**config.mk**
```make
export PLATFORM = sky130hd
export DESIGN_NAME = comment_aware_token_splitter
export DESIGN_NICKNAME = d
export VERILOG_FILES = /design/src/rtl/core/cats_pkg.sv /design/src/rtl/core/cats_lexer.sv /design/src/rtl/core/comment_aware_token_splitter.sv
export SDC_FILE = /design/constraint.sdc
export NUM_CORES = 1
export LEC_CHECK = 0
export ABC_AREA = 1
export BUFFER_PORTS_ARGS = -buffer_cell sky130_fd_sc_hd__clkbuf_2
export CAP_MARGIN = 25
export CORE_AREA = 2 2 63 125
export DETAILED_ROUTE_END_ITERATION = 10
export DIE_AREA = 0 0 65 127
export PLACE_DENSITY = 0.84
export SETUP_SLACK_MARGIN = 0.02
export SYNTH_ARGS = -nofsm -noshare
export SYNTH_HDL_FRONTEND = slang
export SYNTH_SLANG_ARGS = --single-unit
```
**constraint.sdc**
```tcl
create_clock -name clock -period 17.8 [get_ports clock]
set_input_delay 1.78 -clock clock [delete_from_list [all_inputs] [get_ports clock]]
set_output_delay 1.78 -clock clock [all_outputs]
set_load 0.03 [all_outputs]
```
**src/rtl/core/cats_pkg.sv**
```systemverilog
// ----------------------------------------------------------------------------
// cats_pkg: shared types and helpers of the token splitter
// Character codes, lexer state and result records, and the two result
// builders used by the lexer step.
// ----------------------------------------------------------------------------
package cats_pkg;

   localparam logic [7:0] CH_SLASH   = 8'h2F;
   localparam logic [7:0] CH_STAR    = 8'h2A;
   localparam logic [7:0] CH_DQUOTE  = 8'h22;
   localparam logic [7:0] CH_SQUOTE  = 8'h27;
   localparam logic [7:0] CH_BSLASH  = 8'h5C;
   localparam logic [7:0] CH_NEWLINE = 8'h0A;
   localparam logic [7:0] CH_SPACE   = 8'h20;
   localparam logic [7:0] CH_TAB     = 8'h09;
   localparam logic [7:0] CH_VTAB    = 8'h0B;
   localparam logic [7:0] CH_FFEED   = 8'h0C;
   localparam logic [7:0] CH_CRET    = 8'h0D;

   localparam int MAX_RES = 3;
   localparam int QDEPTH  = 4;

   typedef enum logic [2:0] {
      MODE_NORMAL = 3'd0,
      MODE_LINE   = 3'd1,
      MODE_BLOCK  = 3'd2,
      MODE_STR    = 3'd3,
      MODE_CHR    = 3'd4
   } mode_type;

   typedef struct packed {
      mode_type mode;
      logic     slash_pending;
      logic     star_seen;
      logic     prev_backslash;
      logic     token_open;
   } lex_state_type;

   localparam lex_state_type LEX_RESET = '{
      mode: MODE_NORMAL, slash_pending: 1'b0, star_seen: 1'b0,
      prev_backslash: 1'b0, token_open: 1'b0
   };

   typedef struct packed {
      logic       has_char;
      logic [7:0] out_char;
      logic       token_end;
      logic       last_of_run;
   } res_entry_type;

   typedef struct packed {
      logic [1:0]                  n;
      logic                        tok;
      res_entry_type [MAX_RES-1:0] ent;
   } work_type;

   function automatic work_type put_char(work_type w, logic [7:0] c);
      work_type r;
      r = w;
      if (r.n < 2'(MAX_RES)) begin
         r.ent[r.n] = '{has_char: 1'b1, out_char: c, token_end: 1'b0,
                        last_of_run: 1'b0};
         r.n = r.n + 2'd1;
      end
      r.tok = 1'b1;
      return r;
   endfunction

   function automatic work_type end_token(work_type w);
      work_type   r;
      logic [1:0] top;
      r   = w;
      top = r.n - 2'd1;
      if (r.tok) begin
         r.tok = 1'b0;
         if (r.n != 2'd0 && r.ent[top].has_char && !r.ent[top].token_end) begin
            r.ent[top].token_end = 1'b1;
         end else if (r.n < 2'(MAX_RES)) begin
            r.ent[r.n] = '{has_char: 1'b0, out_char: 8'h00, token_end: 1'b1,
                           last_of_run: 1'b0};
            r.n = r.n + 2'd1;
         end
      end
      return r;
   endfunction

endpackage

```
**src/rtl/core/cats_lexer.sv**
```systemverilog
// ----------------------------------------------------------------------------
// cats_lexer: one lexer step
// From the current lexer state and one source byte, forms the next state
// and the up to three result words that the byte causes.
// ----------------------------------------------------------------------------
module cats_lexer
   import cats_pkg::*;
(
   input  lex_state_type state,
   input  logic [7:0]    ch,
   input  logic          end_of_input,
   output lex_state_type state_next,
   output work_type      results
);

   lex_state_type nx;
   work_type      w;
   logic [7:0]    quote;
   logic          escaped;
   logic          go_on;

   always_comb begin
      nx      = state;
      w       = '0;
      w.tok   = state.token_open;
      quote   = (state.mode == MODE_STR) ? CH_DQUOTE : CH_SQUOTE;
      escaped = state.prev_backslash;
      go_on   = 1'b0;

      case (state.mode)
         MODE_LINE: begin
            if (ch == CH_NEWLINE) nx.mode = MODE_NORMAL;
         end
         MODE_BLOCK: begin
            if (state.star_seen && ch == CH_SLASH) begin
               nx.mode      = MODE_NORMAL;
               nx.star_seen = 1'b0;
            end else begin
               nx.star_seen = (ch == CH_STAR);
            end
         end
         MODE_STR, MODE_CHR: begin
            w = put_char(w, ch);
            nx.prev_backslash = (ch == CH_BSLASH) && !escaped;
            if (ch == quote && !escaped) begin
               w = end_token(w);
               nx.mode = MODE_NORMAL;
               nx.prev_backslash = 1'b0;
            end
         end
         default: begin
            nx.mode = MODE_NORMAL;
            go_on   = 1'b1;
            if (state.slash_pending) begin
               nx.slash_pending = 1'b0;
               if (ch == CH_SLASH || ch == CH_STAR) begin
                  w = end_token(w);
                  nx.mode      = (ch == CH_SLASH) ? MODE_LINE : MODE_BLOCK;
                  nx.star_seen = 1'b0;
                  go_on        = 1'b0;
               end else begin
                  w = put_char(w, CH_SLASH);
               end
            end
            if (go_on) begin
               if (ch == CH_SLASH) begin
                  nx.slash_pending = 1'b1;
               end else if (ch == CH_DQUOTE || ch == CH_SQUOTE) begin
                  w = put_char(w, ch);
                  nx.mode = (ch == CH_DQUOTE) ? MODE_STR : MODE_CHR;
                  nx.prev_backslash = 1'b0;
               end else if (ch inside {CH_SPACE, CH_TAB, CH_NEWLINE, CH_VTAB,
                                       CH_FFEED, CH_CRET}) begin
                  w = end_token(w);
               end else begin
                  w = put_char(w, ch);
               end
            end
         end
      endcase

      if (end_of_input) begin
         if (nx.slash_pending) w = put_char(w, CH_SLASH);
         w = end_token(w);
      end

      nx.token_open = w.tok;
      if (end_of_input) nx = LEX_RESET;

      if (w.n != 2'd0) w.ent[w.n - 2'd1].last_of_run = 1'b1;

      state_next = nx;
      results    = w;
   end

endmodule

```
**src/rtl/core/comment_aware_token_splitter.sv**
```systemverilog
// ----------------------------------------------------------------------------
// comment_aware_token_splitter: C-style comment and literal aware lexer
// Passes on token characters of a byte stream with token end markers,
// dropping comments and whitespace outside string and character literals.
// ----------------------------------------------------------------------------
// One source byte is taken per cycle while req_stall is low. A byte enters
// an input register, the lexer step works on it in the next cycle and
// writes its zero to three result words into a four-entry result queue,
// from which one word leaves per cycle while rsp_stall is low; the first
// result of a byte reaches the result port through the input register and
// the queue. A byte is held in the input register while the queue lacks
// room for all of its results, so bytes that give more than one word (a
// held slash that turns out not to open a comment, passed on ahead of the
// byte that follows it) can hold up later bytes while their words drain.
// The lexer returns to its reset state after a byte marked end of input.
module comment_aware_token_splitter
   import cats_pkg::*;
(
   input  logic       clock,
   input  logic       reset,
   input  logic       req_valid,
   output logic       req_stall,
   input  logic [7:0] req_ch,
   input  logic       req_end_of_input,
   output logic       rsp_valid,
   input  logic       rsp_stall,
   output logic       rsp_has_char,
   output logic [7:0] rsp_out_char,
   output logic       rsp_token_end,
   output logic       rsp_last_of_run
);

   logic          in_vld_ff, in_vld_in;
   logic [7:0]    in_ch_ff;
   logic          in_eoi_ff;
   lex_state_type state_ff, state_in;
   res_entry_type q_ff [QDEPTH];
   logic [1:0]    rd_ptr_ff, rd_ptr_in;
   logic [1:0]    wr_ptr_ff, wr_ptr_in;
   logic [2:0]    count_ff, count_in;

   work_type      step;
   logic          pop;
   logic          consume;
   logic [2:0]    room;

   cats_lexer u_lexer (
      .state        (state_ff),
      .ch           (in_ch_ff),
      .end_of_input (in_eoi_ff),
      .state_next   (state_in),
      .results      (step)
   );

   assign rsp_valid = (count_ff != 3'd0);
   assign pop       = rsp_valid && !rsp_stall;
   assign room      = 3'(QDEPTH) - count_ff + {2'b00, pop};
   assign consume   = in_vld_ff && (room >= {1'b0, step.n});
   assign req_stall = in_vld_ff && !consume;

   assign in_vld_in = req_valid || (in_vld_ff && !consume);
   assign rd_ptr_in = rd_ptr_ff + {1'b0, pop};
   assign wr_ptr_in = consume ? wr_ptr_ff + step.n : wr_ptr_ff;
   assign count_in  = count_ff + (consume ? {1'b0, step.n} : 3'd0) - {2'b00, pop};

   assign rsp_has_char    = q_ff[rd_ptr_ff].has_char;
   assign rsp_out_char    = q_ff[rd_ptr_ff].out_char;
   assign rsp_token_end   = q_ff[rd_ptr_ff].token_end;
   assign rsp_last_of_run = q_ff[rd_ptr_ff].last_of_run;

   always_ff @(posedge clock) begin
      if (reset) begin
         in_vld_ff <= 1'b0;
         state_ff  <= LEX_RESET;
         rd_ptr_ff <= 2'd0;
         wr_ptr_ff <= 2'd0;
         count_ff  <= 3'd0;
      end else begin
         in_vld_ff <= in_vld_in;
         if (consume) state_ff <= state_in;
         rd_ptr_ff <= rd_ptr_in;
         wr_ptr_ff <= wr_ptr_in;
         count_ff  <= count_in;
      end
   end

   always_ff @(posedge clock) begin
      if (req_valid && !req_stall) begin
         in_ch_ff  <= req_ch;
         in_eoi_ff <= req_end_of_input;
      end
      for (int i = 0; i < MAX_RES; i++) begin
         if (consume && 2'(i) < step.n) q_ff[wr_ptr_ff + 2'(i)] <= step.ent[i];
      end
   end

   // The result queue never holds more words than it has entries.
   assert property (@(posedge clock) disable iff (reset) count_ff <= 3'(QDEPTH))
      else $error("result queue overfilled");

   // Every byte that yields results closes its run with a last marker.
   assert property (@(posedge clock) disable iff (reset)
      consume && step.n != 2'd0 |-> step.ent[step.n - 2'd1].last_of_run)
      else $error("result run lacks last marker");

   // A byte that yields results leaves the queue non-empty.
   assert property (@(posedge clock) disable iff (reset)
      consume && step.n != 2'd0 |=> count_ff != 3'd0)
      else $error("results of a byte were lost");

   // End of input returns the lexer to its reset state.
   assert property (@(posedge clock) disable iff (reset)
      consume && in_eoi_ff |=> state_ff == LEX_RESET)
      else $error("lexer state not cleared at end of input");

endmodule
```
; After elaboration in Yosys (flattened, before gate mapping)
; Memory sizes are Yosys's and may differ from the RTL's. A register that Yosys moved wholly into a read port is not among the register bits.
; Cells that the tools add are included.
[op_classes]
reduce_logical = 51
shifts = 0
div_mod_pow = 0
addsub = 16
magnitude_cmp = 24
eq_ne = 22
mux = 95
n_mul = 0
n_bitwise = 12
[ops]
columns = operator, n
row1 = 36-bit two-way mux, 12
row2 = 33-bit two-way mux, 9
row3 = 11-bit demux with 2-bit select, 8
row4 = 33-bit bitwise mux, 5
row5 = 30-bit inverter, 3
row6 = 11-bit two-way mux, 8
row7 = 36-bit case mux with 2 select lines, 1
row8 = 11-bit binary-select mux with 2-bit select, 3
row9 = 30-bit AND, 2
row10 = "8-bit by 4-bit == test with 1-bit output, second input constant", 5
row11 = "8-bit by 6-bit == test with 1-bit output, second input constant", 5
row12 = 35-bit two-way mux, 1
row13 = 2-bit two-way mux, 16
row14 = 10-bit by 30-bit AND with 30-bit output, 1
row15 = 1-bit logical AND, 24
row16 = "2-bit by 3-bit less-than comparator with 1-bit output, second input constant", 8
row17 = 3-bit two-way mux, 8
row18 = 1-bit two-way mux, 18
row19 = 18-bit bitwise OR, 1
row20 = "2-bit by 1-bit greater-or-equal comparator with 1-bit output, second input constant", 8
row21 = 15-bit AND, 1
row22 = 15-bit inverter, 1
row23 = 3-bit nonzero test, 5
row24 = "2-bit by 1-bit adder with 2-bit output, second input constant", 5
row25 = other kinds (36), 62
[totals]
out_inout_bits = 13
rom_bits = 0
ff_bits = 24
word_cells = 232
latchBits = 0
memories = 1
input_bits = 13
ramBits = 44
[mem_list]
columns = name, words, word_bits, read_ports, rd_clocked_by_memory_dff, write_ports, line_no
row1 = q_ff, 4, 11, 1, 1, 3, comment_aware_token_splitter.sv:37  ; res_entry_type q_ff [QDEPTH];

; Logic depth before layout (Yosys ltp)
; Gate-level depths: netlist of the first run.
[depth]
ltp_word = 45
ltp_mapped = 45
ltp_nobuf = 42

; By module
; A second synthesis of the first run with hierarchy kept.
[unflattened]
cells_unflattened = 752
hier_area_um2 = 5430.2
[by_module_without_submodules]
columns = mod, cells_each, n_inst, area_each_um2
row1 = comment_aware_token_splitter, 516, 1, 4124.0
row2 = cats_lexer, 236, 1, 1306.3

; Least setup slack after synthesis of the first run
; OpenSTA, ideal clock, no wires.
[synth_path]
path_type = register to output
startpoint = register in_ch_ff[4]
endpoint = output req_stall
required_time_ns = 16.020
path_stages_with_launch = 34
slack_ns = 11.904
arrival_ns = 4.116
path_buffers = 1
cell_sequence = edfxtp_1 > inv_2 > nand2_2 > nor2_8 > nand2_4 > nand3_4 > nand2_2 > ha_1 > inv_1 > nand3_2 > nand2_1 > nor2_2 > nand2_2 > nand2_2 > inv_2 > nor2_4 > inv_2 > nand2_1 > inv_2 > ha_1 > nand3_1 > inv_1 > nand2_1 > nand2_2 > nand2_2 > nand2_1 > nand3_1 > o21ai_4 > inv_2 > buf_6 > ha_1 > o21ai_0 > nand3_1 > nor2_1
[synth_via]
elab_chain_cells = 37
word_cells_on_any_way = 91
[synth_rtl]
columns = element, line_no
row1 = start: declaration, comment_aware_token_splitter.sv:34  ; logic [7:0] in_ch_ff;
row2 = start signal: assignment, comment_aware_token_splitter.sv:89  ; in_ch_ff <= req_ch;
row3 = 8-bit by 6-bit == test with 1-bit output (on tied branches), "cats_lexer.sv:56, cats_lexer.sv:66"
row4 = 1-bit logical OR, cats_lexer.sv:56  ; if (ch == CH_SLASH || ch == CH_STAR) begin
row5 = 35-bit two-way mux, cats_lexer.sv:56
row6 = 36-bit two-way mux, cats_lexer.sv:54  ; if (state.slash_pending) begin
row7 = 36-bit two-way mux, cats_lexer.sv:30  ; case (state.mode)
row8 = 2-bit by 1-bit subtractor with 2-bit output, cats_pkg.sv:73  ; top = r.n - 2'd1;
row9 = 11-bit binary-select mux with 2-bit select, cats_pkg.sv:76  ; if (r.n != 2'd0 && r.ent[top].has_char && !r.ent[top].token_end) begin
row10 = 11-bit two-way mux (not written as such), cats_pkg.sv:76
row11 = [21 not listed], -
row12 = 1-bit logical AND, cats_pkg.sv:76
row13 = 2-bit two-way mux, cats_pkg.sv:76
row14 = 36-bit two-way mux, cats_pkg.sv:74  ; if (r.tok) begin
row15 = 36-bit two-way mux (*), cats_lexer.sv:82  ; if (end_of_input) begin
row16 = 3-bit by 2-bit greater-or-equal comparator with 1-bit output (*), comment_aware_token_splitter.sv:58  ; assign consume = in_vld_ff && (room >= {1'b0, step.n});
row17 = 1-bit logical AND (*), comment_aware_token_splitter.sv:58
row18 = 1-bit zero test (*), comment_aware_token_splitter.sv:59  ; assign req_stall = in_vld_ff && !consume;
row19 = 1-bit logical AND (*), comment_aware_token_splitter.sv:59
row20 = end: declaration, comment_aware_token_splitter.sv:22  ; output logic req_stall,
; Every way passes the cells marked *; elsewhere a longest branch is shown, timed or not. The select of a mux whose other input is x is not followed.

; Worst setup path in the final report of the first run
[layout_path]
startpoint = register in_ch_ff[0]
endpoint = output req_stall
; Same word-level chain as after synthesis.

==> results_tabular.tex, run 1 <==
\begin{tabular}{lr}
\hline
Metric & Value \\
\hline
\multicolumn{2}{l}{\textbf{Timing}} \\
\quad Worst-case clock skew & 0.00755 ns \\
\quad Final worst hold slack & 0.490 ns \\
\quad Hold Vio Cnt, Final & 0 \\
\quad Relative slew margins & 0.417 \\
\quad Least setup slack across all paths after layout & between 10 and 15 ns \\
\quad Summed negative setup slack over all endpoints & 0 ns \\
\quad RSZ-0062 raised after global routing & false \\
\quad Count of final max-slew check failures & 0 \\
\quad Maximum frequency from static timing analysis & 151 MHz \\
\quad Final Critical Period & 6.64 ns \\
\quad Worst-Margin Slew & a little under 0.9 ns \\
\quad Post-route fraction of the period consumed by the critical path & 0.373 \\
\quad Final setup violation count & 0 \\
\multicolumn{2}{l}{\textbf{Worst setup path}} \\
\quad Type of the worst setup path & reg -> out \\
\quad Category of the worst setup path capture point & primary output \\
\quad Launch point of the worst reg-to-reg path & in\_ch\_ff[0] \\
\quad Crit path largest cell delay & between 0.4 and 0.5 ns \\
\quad Depth of the worst register-to-register path & 38 \\
\quad Register-to-register setup slack & 11.68 ns \\
\quad Worst-path cell with the longest stage delay & edfxtp\_1 \\
\quad Data arrival time at the worst-slack endpoint & 4.86 ns \\
\quad Reg-to-Reg End & q\_ff[2][5] \\
\quad Biggest fanout along the worst timing path & 12 \\
\quad Endpoint required time on the critical path & 16.02 ns \\
\quad Type of origin of the critical path & flip-flop \\
\multicolumn{2}{l}{\textbf{Clock network}} \\
\quad Number of levels in the clock H-tree & 3 \\
\quad Post CTS Setup Buffer Count & 0 \\
\quad CTS Hold Bufs & 0 \\
\quad Clock buffer depth & 2 \\
\quad Number of clock sinks seen by CTS & 68 \\
\quad TritonCTS clock tree & done \\
\quad Library cell used as clock root buffer & clkbuf\_16 \\
\quad Post-CTS Resized & 0 \\
\quad Clock-pin slew reported for the worst setup and hold paths after clock tree synthesis & 0.06 ns \\
\quad Clock network latency to the later pin of the worst-skew pair & 0.33 ns \\
\quad Total clock buffers created by CTS & 9 \\
\multicolumn{2}{l}{\textbf{Worst hold path}} \\
\quad Hold Crit Class & reg -> reg \\
\quad Hold Path Depth & 2 \\
\quad Startpoint of the most critical hold path & state\_ff[2] \\
\quad Worst Hold Path EP & state\_ff[2] \\
\multicolumn{2}{l}{\textbf{Floorplan}} \\
\quad Starting utilization of the core area & 0.643 \\
\quad Die footprint & 8260 um2 \\
\quad Site row count & 44 \\
\quad Top-Level Pins & 26 \\
\quad Overall die height & 127 um \\
\quad Die span in x & between 60 and 70 um \\
\quad Core outline area & $\sim$7200 um2 \\
\multicolumn{2}{l}{\textbf{Yosys}} \\
\quad Leading post-synthesis cells by cell area & edfxtp\_1 34\%, nand2\_1 12\%, a21oi\_1 6.7\%, dfxtp\_1 6.5\%, inv\_1 4.9\% \\
\quad Ys async rst share & 0 \\
\quad Synthesized area per cell & 7.77 um2 \\
\quad Nets in the synthesized netlist & 628 \\
\quad Number of different library cells in the post-synthesis netlist & 42 \\
\quad Sequential-to-total area share from yosys stat & 0.408 \\
\quad Number of synthesis warnings & 0 \\
\quad Primary flip-flop cell chosen by synthesis mapping & edfxtp\_1 \\
\quad Mapped Area & roughly 4600 um2 \\
\quad Area share of the largest cell type after synthesis & 0.343 \\
\quad Post-Syn Instances & 597 \\
\quad Number of enable flip-flop cells after synthesis & 53 \\
\quad Seq cells post-synth & 68 \\
\quad Post-synth top area cell & edfxtp\_1 \\
\multicolumn{2}{l}{\textbf{Global routing}} \\
\quad First-pass GRT wire length & between 15000 and 20000 um \\
\quad Global-route usage over all layers & 0.289 \\
\quad Maximum number of pins on one net before global-route repair & 25 \\
\quad Antenna violations before repair & 0 \\
\quad Via count of the first global-routing pass & roughly 4k \\
\quad GRT overflow & 0 \\
\multicolumn{2}{l}{\textbf{Layout}} \\
\quad Highest-count cells in the layout ignoring fill and taps & 149 x nand2\_1, 62 x a21oi\_1, 60 x inv\_1, 53 x edfxtp\_1, 50 x nor2\_1 \\
\quad Number of antenna repair diodes & 0 \\
\quad Syn-to-layout area delta & 9.04\% \\
\quad Share of post-route cells with drive strength above 1 & 0.161 \\
\quad \# fillers & 559 \\
\quad Post-layout instance count excluding filler cells & just over 700 \\
\quad Total Nets Final & 648 \\
\quad Leading cell type in the layout, fill and taps excluded & nand2\_1 \\
\multicolumn{2}{l}{\textbf{Placed design}} \\
\quad Post-DP HPWL & 8840 um \\
\quad Post-place setup slack & 11.57 ns \\
\quad Final weighted congestion in routability-driven placement & 0.958 \\
\quad Number of cells in the design after placement & 698 \\
\quad Buffers on Ports & 25 \\
\multicolumn{2}{l}{\textbf{Detailed routing}} \\
\quad First-pass iteration count of the detailed router & 7 \\
\quad ANT nets after route & 0 \\
\quad Routed length per instance & 16.0 um \\
\quad Vias per inst & 5.87 \\
\quad Total length of routed wires & 11400 um \\
\quad Number of DRC markers after the initial detailed-route iteration & 288 \\
\quad DRC violation count after routing & 0 \\
\quad Total via count after detailed routing & between 4k and 5k \\
\multicolumn{2}{l}{\textbf{Run}} \\
\quad Max-Cap Viols & 0 \\
\multicolumn{2}{l}{\textbf{Outcome}} \\
\quad Run status & finished, final reports clean \\
\hline
\end{tabular}
[through the flow]
step	instance area, um2	util
floorplan	4640	-
global placement	4770	0.662
detailed placement	4770	0.662
CTS	5060	0.701
global route	5060	0.701
finish	5060	0.701
[synth_stat cells (2+ instances only)]
cell type	count
a211oi_1	5
buf_2	3
ha_1	17
o21ai_0	33
nor3_1	6
buf_6	4
nand2_2	19
nand2_1	149
a21oi_1	62
nand3_2	4
xnor2_1	2
inv_2	13
clkinv_2	3
nor2_1	50
nor2_4	5
dfxtp_1	15
o21ai_1	2
nand3_1	32
nand2_4	2
edfxtp_1	53
inv_1	60
nand3_4	4
nand4_1	8
o22ai_1	11
a31oi_1	4
nor2_2	5
o211ai_2	3
clkbuf_1	9
[final cells by class]
class | count | area, um2 | area share
Clock buffer | 11 | 233 | 0.0460
Timing Repair Buffer | 26 | 133 | 0.0262
Tap cell | 92 | 115 | 0.0228
Multi-Input combinational cell | 435 | 2340 | 0.463
Inverter | 77 | 293 | 0.0579
Sequential cell | 68 | 1890 | 0.374
Clock inverter | 5 | 52.6 | 0.0104
[sequential cells by signal, indices dropped and copies added, names as in the netlist]
name       count
in_eoi_ff      1
in_vld_ff      1
state_ff       7
wr_ptr_ff      2
q_ff          44
rd_ptr_ff      2
in_ch_ff       8
count_ff       3
[kinds of logic (layout without fill, tap and decap cells)]
group                    after synthesis  in the layout  share of synthesized area
AND/OR/NAND/NOR                      289            289                      0.297
AO/OA/AOI/OAI                        125            125                      0.152
buffers and inverters                 94            119                     0.0877
flip-flops                            68             68                      0.408
adder cells (fa/ha/maj)               18             18                     0.0502
XOR/XNOR                               3              3                    0.00567
[worst max-delay path, delay by kind of cell, from the launching register on]
| kind | cells | cell delay [ns] |
|---|---|---|
| AND/OR/NAND/NOR | 20 | 1.97 |
| adder cells (fa/ha/maj) | 3 | 0.89 |
| flip-flops | 1 | 0.44 |
| AO/OA/AOI/OAI | 2 | 0.36 |
| buffers and inverters | 8 | 0.87 |
[metal layers]
metal | up-vias | wire (um) | global-route usage
met5 | - | 0 | 0
met4 | 0 | 966 | 0.259
met3 | 70 | 534 | 0.0405
met1 | 1880 | 3840 | 0.258
li1 | 2039 | - | -
met2 | 203 | 6060 | 0.533
[worst max-delay path by stage]
stage	slack [ns]	cells past startpoint	end	start
after CTS	11.20	33	req_stall	in_ch_ff[0]
after global placement	11.74	33	req_stall	in_ch_ff[0]
final	11.16	33	req_stall	in_ch_ff[0]
after global routing	10.74	33	req_stall	in_ch_ff[2]
after detailed placement	11.57	33	req_stall	in_ch_ff[0]
after floorplan	11.90	33	req_stall	in_ch_ff[4]
Power of run 1 is left out: the tool's default activity adds up to more than one toggle a clock period on the data nets, which glitch-free logic cannot reach.
==> run 2: changes to the inputs <==
--- a/config.mk
+++ b/config.mk
@@ -8,10 +8,10 @@
 export ABC_AREA = 1
 export BUFFER_PORTS_ARGS = -buffer_cell sky130_fd_sc_hd__clkbuf_2
 export CAP_MARGIN = 25
-export CORE_AREA = 2 2 63 125
+export CORE_AREA = 2 2 68 134
 export DETAILED_ROUTE_END_ITERATION = 10
-export DIE_AREA = 0 0 65 127
-export PLACE_DENSITY = 0.84
+export DIE_AREA = 0 0 70 136
+export PLACE_DENSITY = 0.77
 export SETUP_SLACK_MARGIN = 0.02
 export SYNTH_ARGS = -nofsm -noshare
 export SYNTH_HDL_FRONTEND = slang
==> constraint.sdc (replaced) <==
create_clock -name clock -period 5.9 [get_ports clock]
set_input_delay 0.59 -clock clock [delete_from_list [all_inputs] [get_ports clock]]
set_output_delay 0.59 -clock clock [all_outputs]
set_load 0.03 [all_outputs]
==> run 2 against run 1 <==
Net effect: register-to-register slack got worse by 11 ns; final area grew 3.3%; critical path depth rose by 9; sequential share of layout area fell by 1.2 points; die area is 15% higher; count of clock-buffer cells in the layout is 2 lower; final cell count grew 2.8%; sequential cell count is the same; wire length up 6.5%; worst hold slack worse by 0.062 ns.
==> results_tabular.tex, run 2 (same netlist as run 1, synthesis figures left out) <==
\begin{tabular}{lr}
\hline
Metric & Value \\
\hline
\multicolumn{2}{l}{\textbf{Worst setup path}} \\
\quad Endpoint required time on the critical path & 6.16 ns \\
\quad Critical path's top delay family & simple AND/OR/NAND/NOR gates \\
\quad Worst path bufs/invs & 10 \\
\quad Type of the worst setup path & reg -> reg \\
\quad Type of origin of the critical path & flip-flop \\
\quad Crit path largest cell delay & 0.47 ns \\
\quad Cell occurring most often along the worst timing path & nand2\_2 \\
\quad Biggest fanout along the worst timing path & 8 \\
\quad Data arrival time at the worst-slack endpoint & 5.71 ns \\
\quad Category of the worst setup path capture point & flip-flop \\
\quad Worst-path cell with the longest stage delay & edfxtp\_1 \\
\multicolumn{2}{l}{\textbf{Clock network}} \\
\quad Clock-pin slew reported for the worst setup and hold paths after clock tree synthesis & 0.06 ns \\
\quad Library cell used as clock root buffer & clkbuf\_16 \\
\quad Number of levels in the clock H-tree & 3 \\
\quad Clock buffer depth & 2 \\
\quad Number of clock sinks seen by CTS & 68 \\
\quad Total clock buffers created by CTS & 9 \\
\quad TritonCTS clock tree & done \\
\quad CTS Hold Bufs & 0 \\
\quad Clock network latency to the later pin of the worst-skew pair & $\sim$0.33 ns \\
\multicolumn{2}{l}{\textbf{Detailed routing}} \\
\quad Number of DRC markers after the initial detailed-route iteration & $\sim$310 \\
\quad Total via count after detailed routing & 4226 \\
\quad DRC violation count after routing & 0 \\
\quad First-pass iteration count of the detailed router & 5 \\
\quad Routed length per instance & 16.5 um \\
\quad Total length of routed wires & between 10000 and 15000 um \\
\quad Vias per inst & between 5 and 6 \\
\quad ANT nets after route & 0 \\
\multicolumn{2}{l}{\textbf{Timing}} \\
\quad RSZ-0062 raised after global routing & true \\
\quad Maximum frequency from static timing analysis & 184 MHz \\
\quad Hold Vio Cnt, Final & 0 \\
\quad Count of final max-slew check failures & 0 \\
\quad Worst-case clock skew & 0.00580 ns \\
\quad Worst-Margin Slew & 0.861 ns \\
\quad Final setup violation count & 0 \\
\quad Relative slew margins & 0.424 \\
\quad Least setup slack across all paths after layout & 0.451 ns \\
\quad Post-route fraction of the period consumed by the critical path & 0.924 \\
\quad Final Critical Period & 5.45 ns \\
\multicolumn{2}{l}{\textbf{Floorplan}} \\
\quad Starting utilization of the core area & 0.544 \\
\quad Die footprint & between 9000 and 10000 um2 \\
\quad Core outline area & 8530 um2 \\
\quad Overall die height & 136 um \\
\quad Site row count & 48 \\
\quad Die span in x & 70 um \\
\quad Top-Level Pins & 26 \\
\multicolumn{2}{l}{\textbf{Global routing}} \\
\quad Global-route usage over all layers & 0.263 \\
\quad Via count of the first global-routing pass & 4068 \\
\quad GRT overflow & 0 \\
\quad First-pass GRT wire length & approximately 19000 um \\
\quad Antenna violations before repair & 0 \\
\quad Maximum number of pins on one net before global-route repair & 25 \\
\multicolumn{2}{l}{\textbf{Run}} \\
\quad Max-Cap Viols & 0 \\
\multicolumn{2}{l}{\textbf{Layout}} \\
\quad Total Nets Final & 660 \\
\quad Share of post-route cells with drive strength above 1 & 0.189 \\
\quad Fraction of the core area covered by cells at the end of the flow & 0.612 \\
\quad Register name with the most flops & q\_ff \\
\quad Syn-to-layout area delta & 12.6\% \\
\quad Number of antenna repair diodes & 0 \\
\quad Registers with the most flip-flops & q\_ff x44, in\_ch\_ff x8, state\_ff x7 \\
\quad Highest-count cells in the layout ignoring fill and taps & 148 x nand2\_1, 62 x a21oi\_1, 60 x inv\_1, 53 x edfxtp\_1, 49 x nor2\_1 \\
\quad Leading cell type in the layout, fill and taps excluded & nand2\_1 \\
\quad Max FFs per register & 44 \\
\multicolumn{2}{l}{\textbf{Placed design}} \\
\quad Post-DP HPWL & 9540 um \\
\quad Final weighted congestion in routability-driven placement & 0.963 \\
\quad Buffers on Ports & 25 \\
\quad Post-place setup slack & roughly 0.22 ns \\
\multicolumn{2}{l}{\textbf{Outcome}} \\
\quad Run status & finished, final reports clean \\
\multicolumn{2}{l}{\textbf{Worst hold path}} \\
\quad Hold Crit Class & in -> reg \\
\hline
\end{tabular}
[run 2: cell types whose count changed in the layout (fill, tap and decap cells not counted), moves of 2 or more]
cell and change:
buf_4 +11, clkbuf_1 -2, nand3_2 +4, nand3_1 -4
[run 2: cell type report]
class / instances / area (um2)
repair buffers: 38 / 226
multi-input cells: 435 / 2370
clock buffers: 9 / 225
flip-flops and latches: 68 / 1890
inverters: 77 / 293
fillers: 735 / 3310
well taps: 100 / 125
clock inverters: 7 / 91.3
[run 2: worst paths after layout]
kind	slack (ns)	startpoint	endpoint	cells past startpoint
worst max-delay path	0.45	in_ch_ff[2]	count_ff[2]	42
worst min-delay path	0.43	req_ch[1]	in_ch_ff[1]	1
worst max register to register	0.45	in_ch_ff[2]	count_ff[2]	42
worst min register to register	0.48	state_ff[2]	state_ff[2]	2
[run 2: metal layers]
metal | vias to the layer above | part of all wire | track usage
li1 | 2069 | - | -
met1 | 1914 | 0.32 | 0.233
met2 | 165 | 0.57 | 0.516
met3 | 78 | 0.038 | 0.0437
met4 | 0 | 0.076 | 0.188
met5 | - | 0 | 0
[run 2: what timing repair did]
action	CTS	global route
setup buffers	0	7
endpoints found under the hold margin	0	0
setup endpoints to repair	0	46
resized for setup	0	9
[run 2: stage by stage]
step	setup TNS, ns	area [um2]	hold slack (ns)	cells
after global routing	-0.0704	5220	0.426	734
final	0	5220	0.428	734
after floorplan	0	4640	0.439	597
after CTS	0	5130	0.424	727
after detailed placement	0	4820	0.470	711
after global placement	0	4820	0.475	711
Power of run 2 is left out for the same reason.
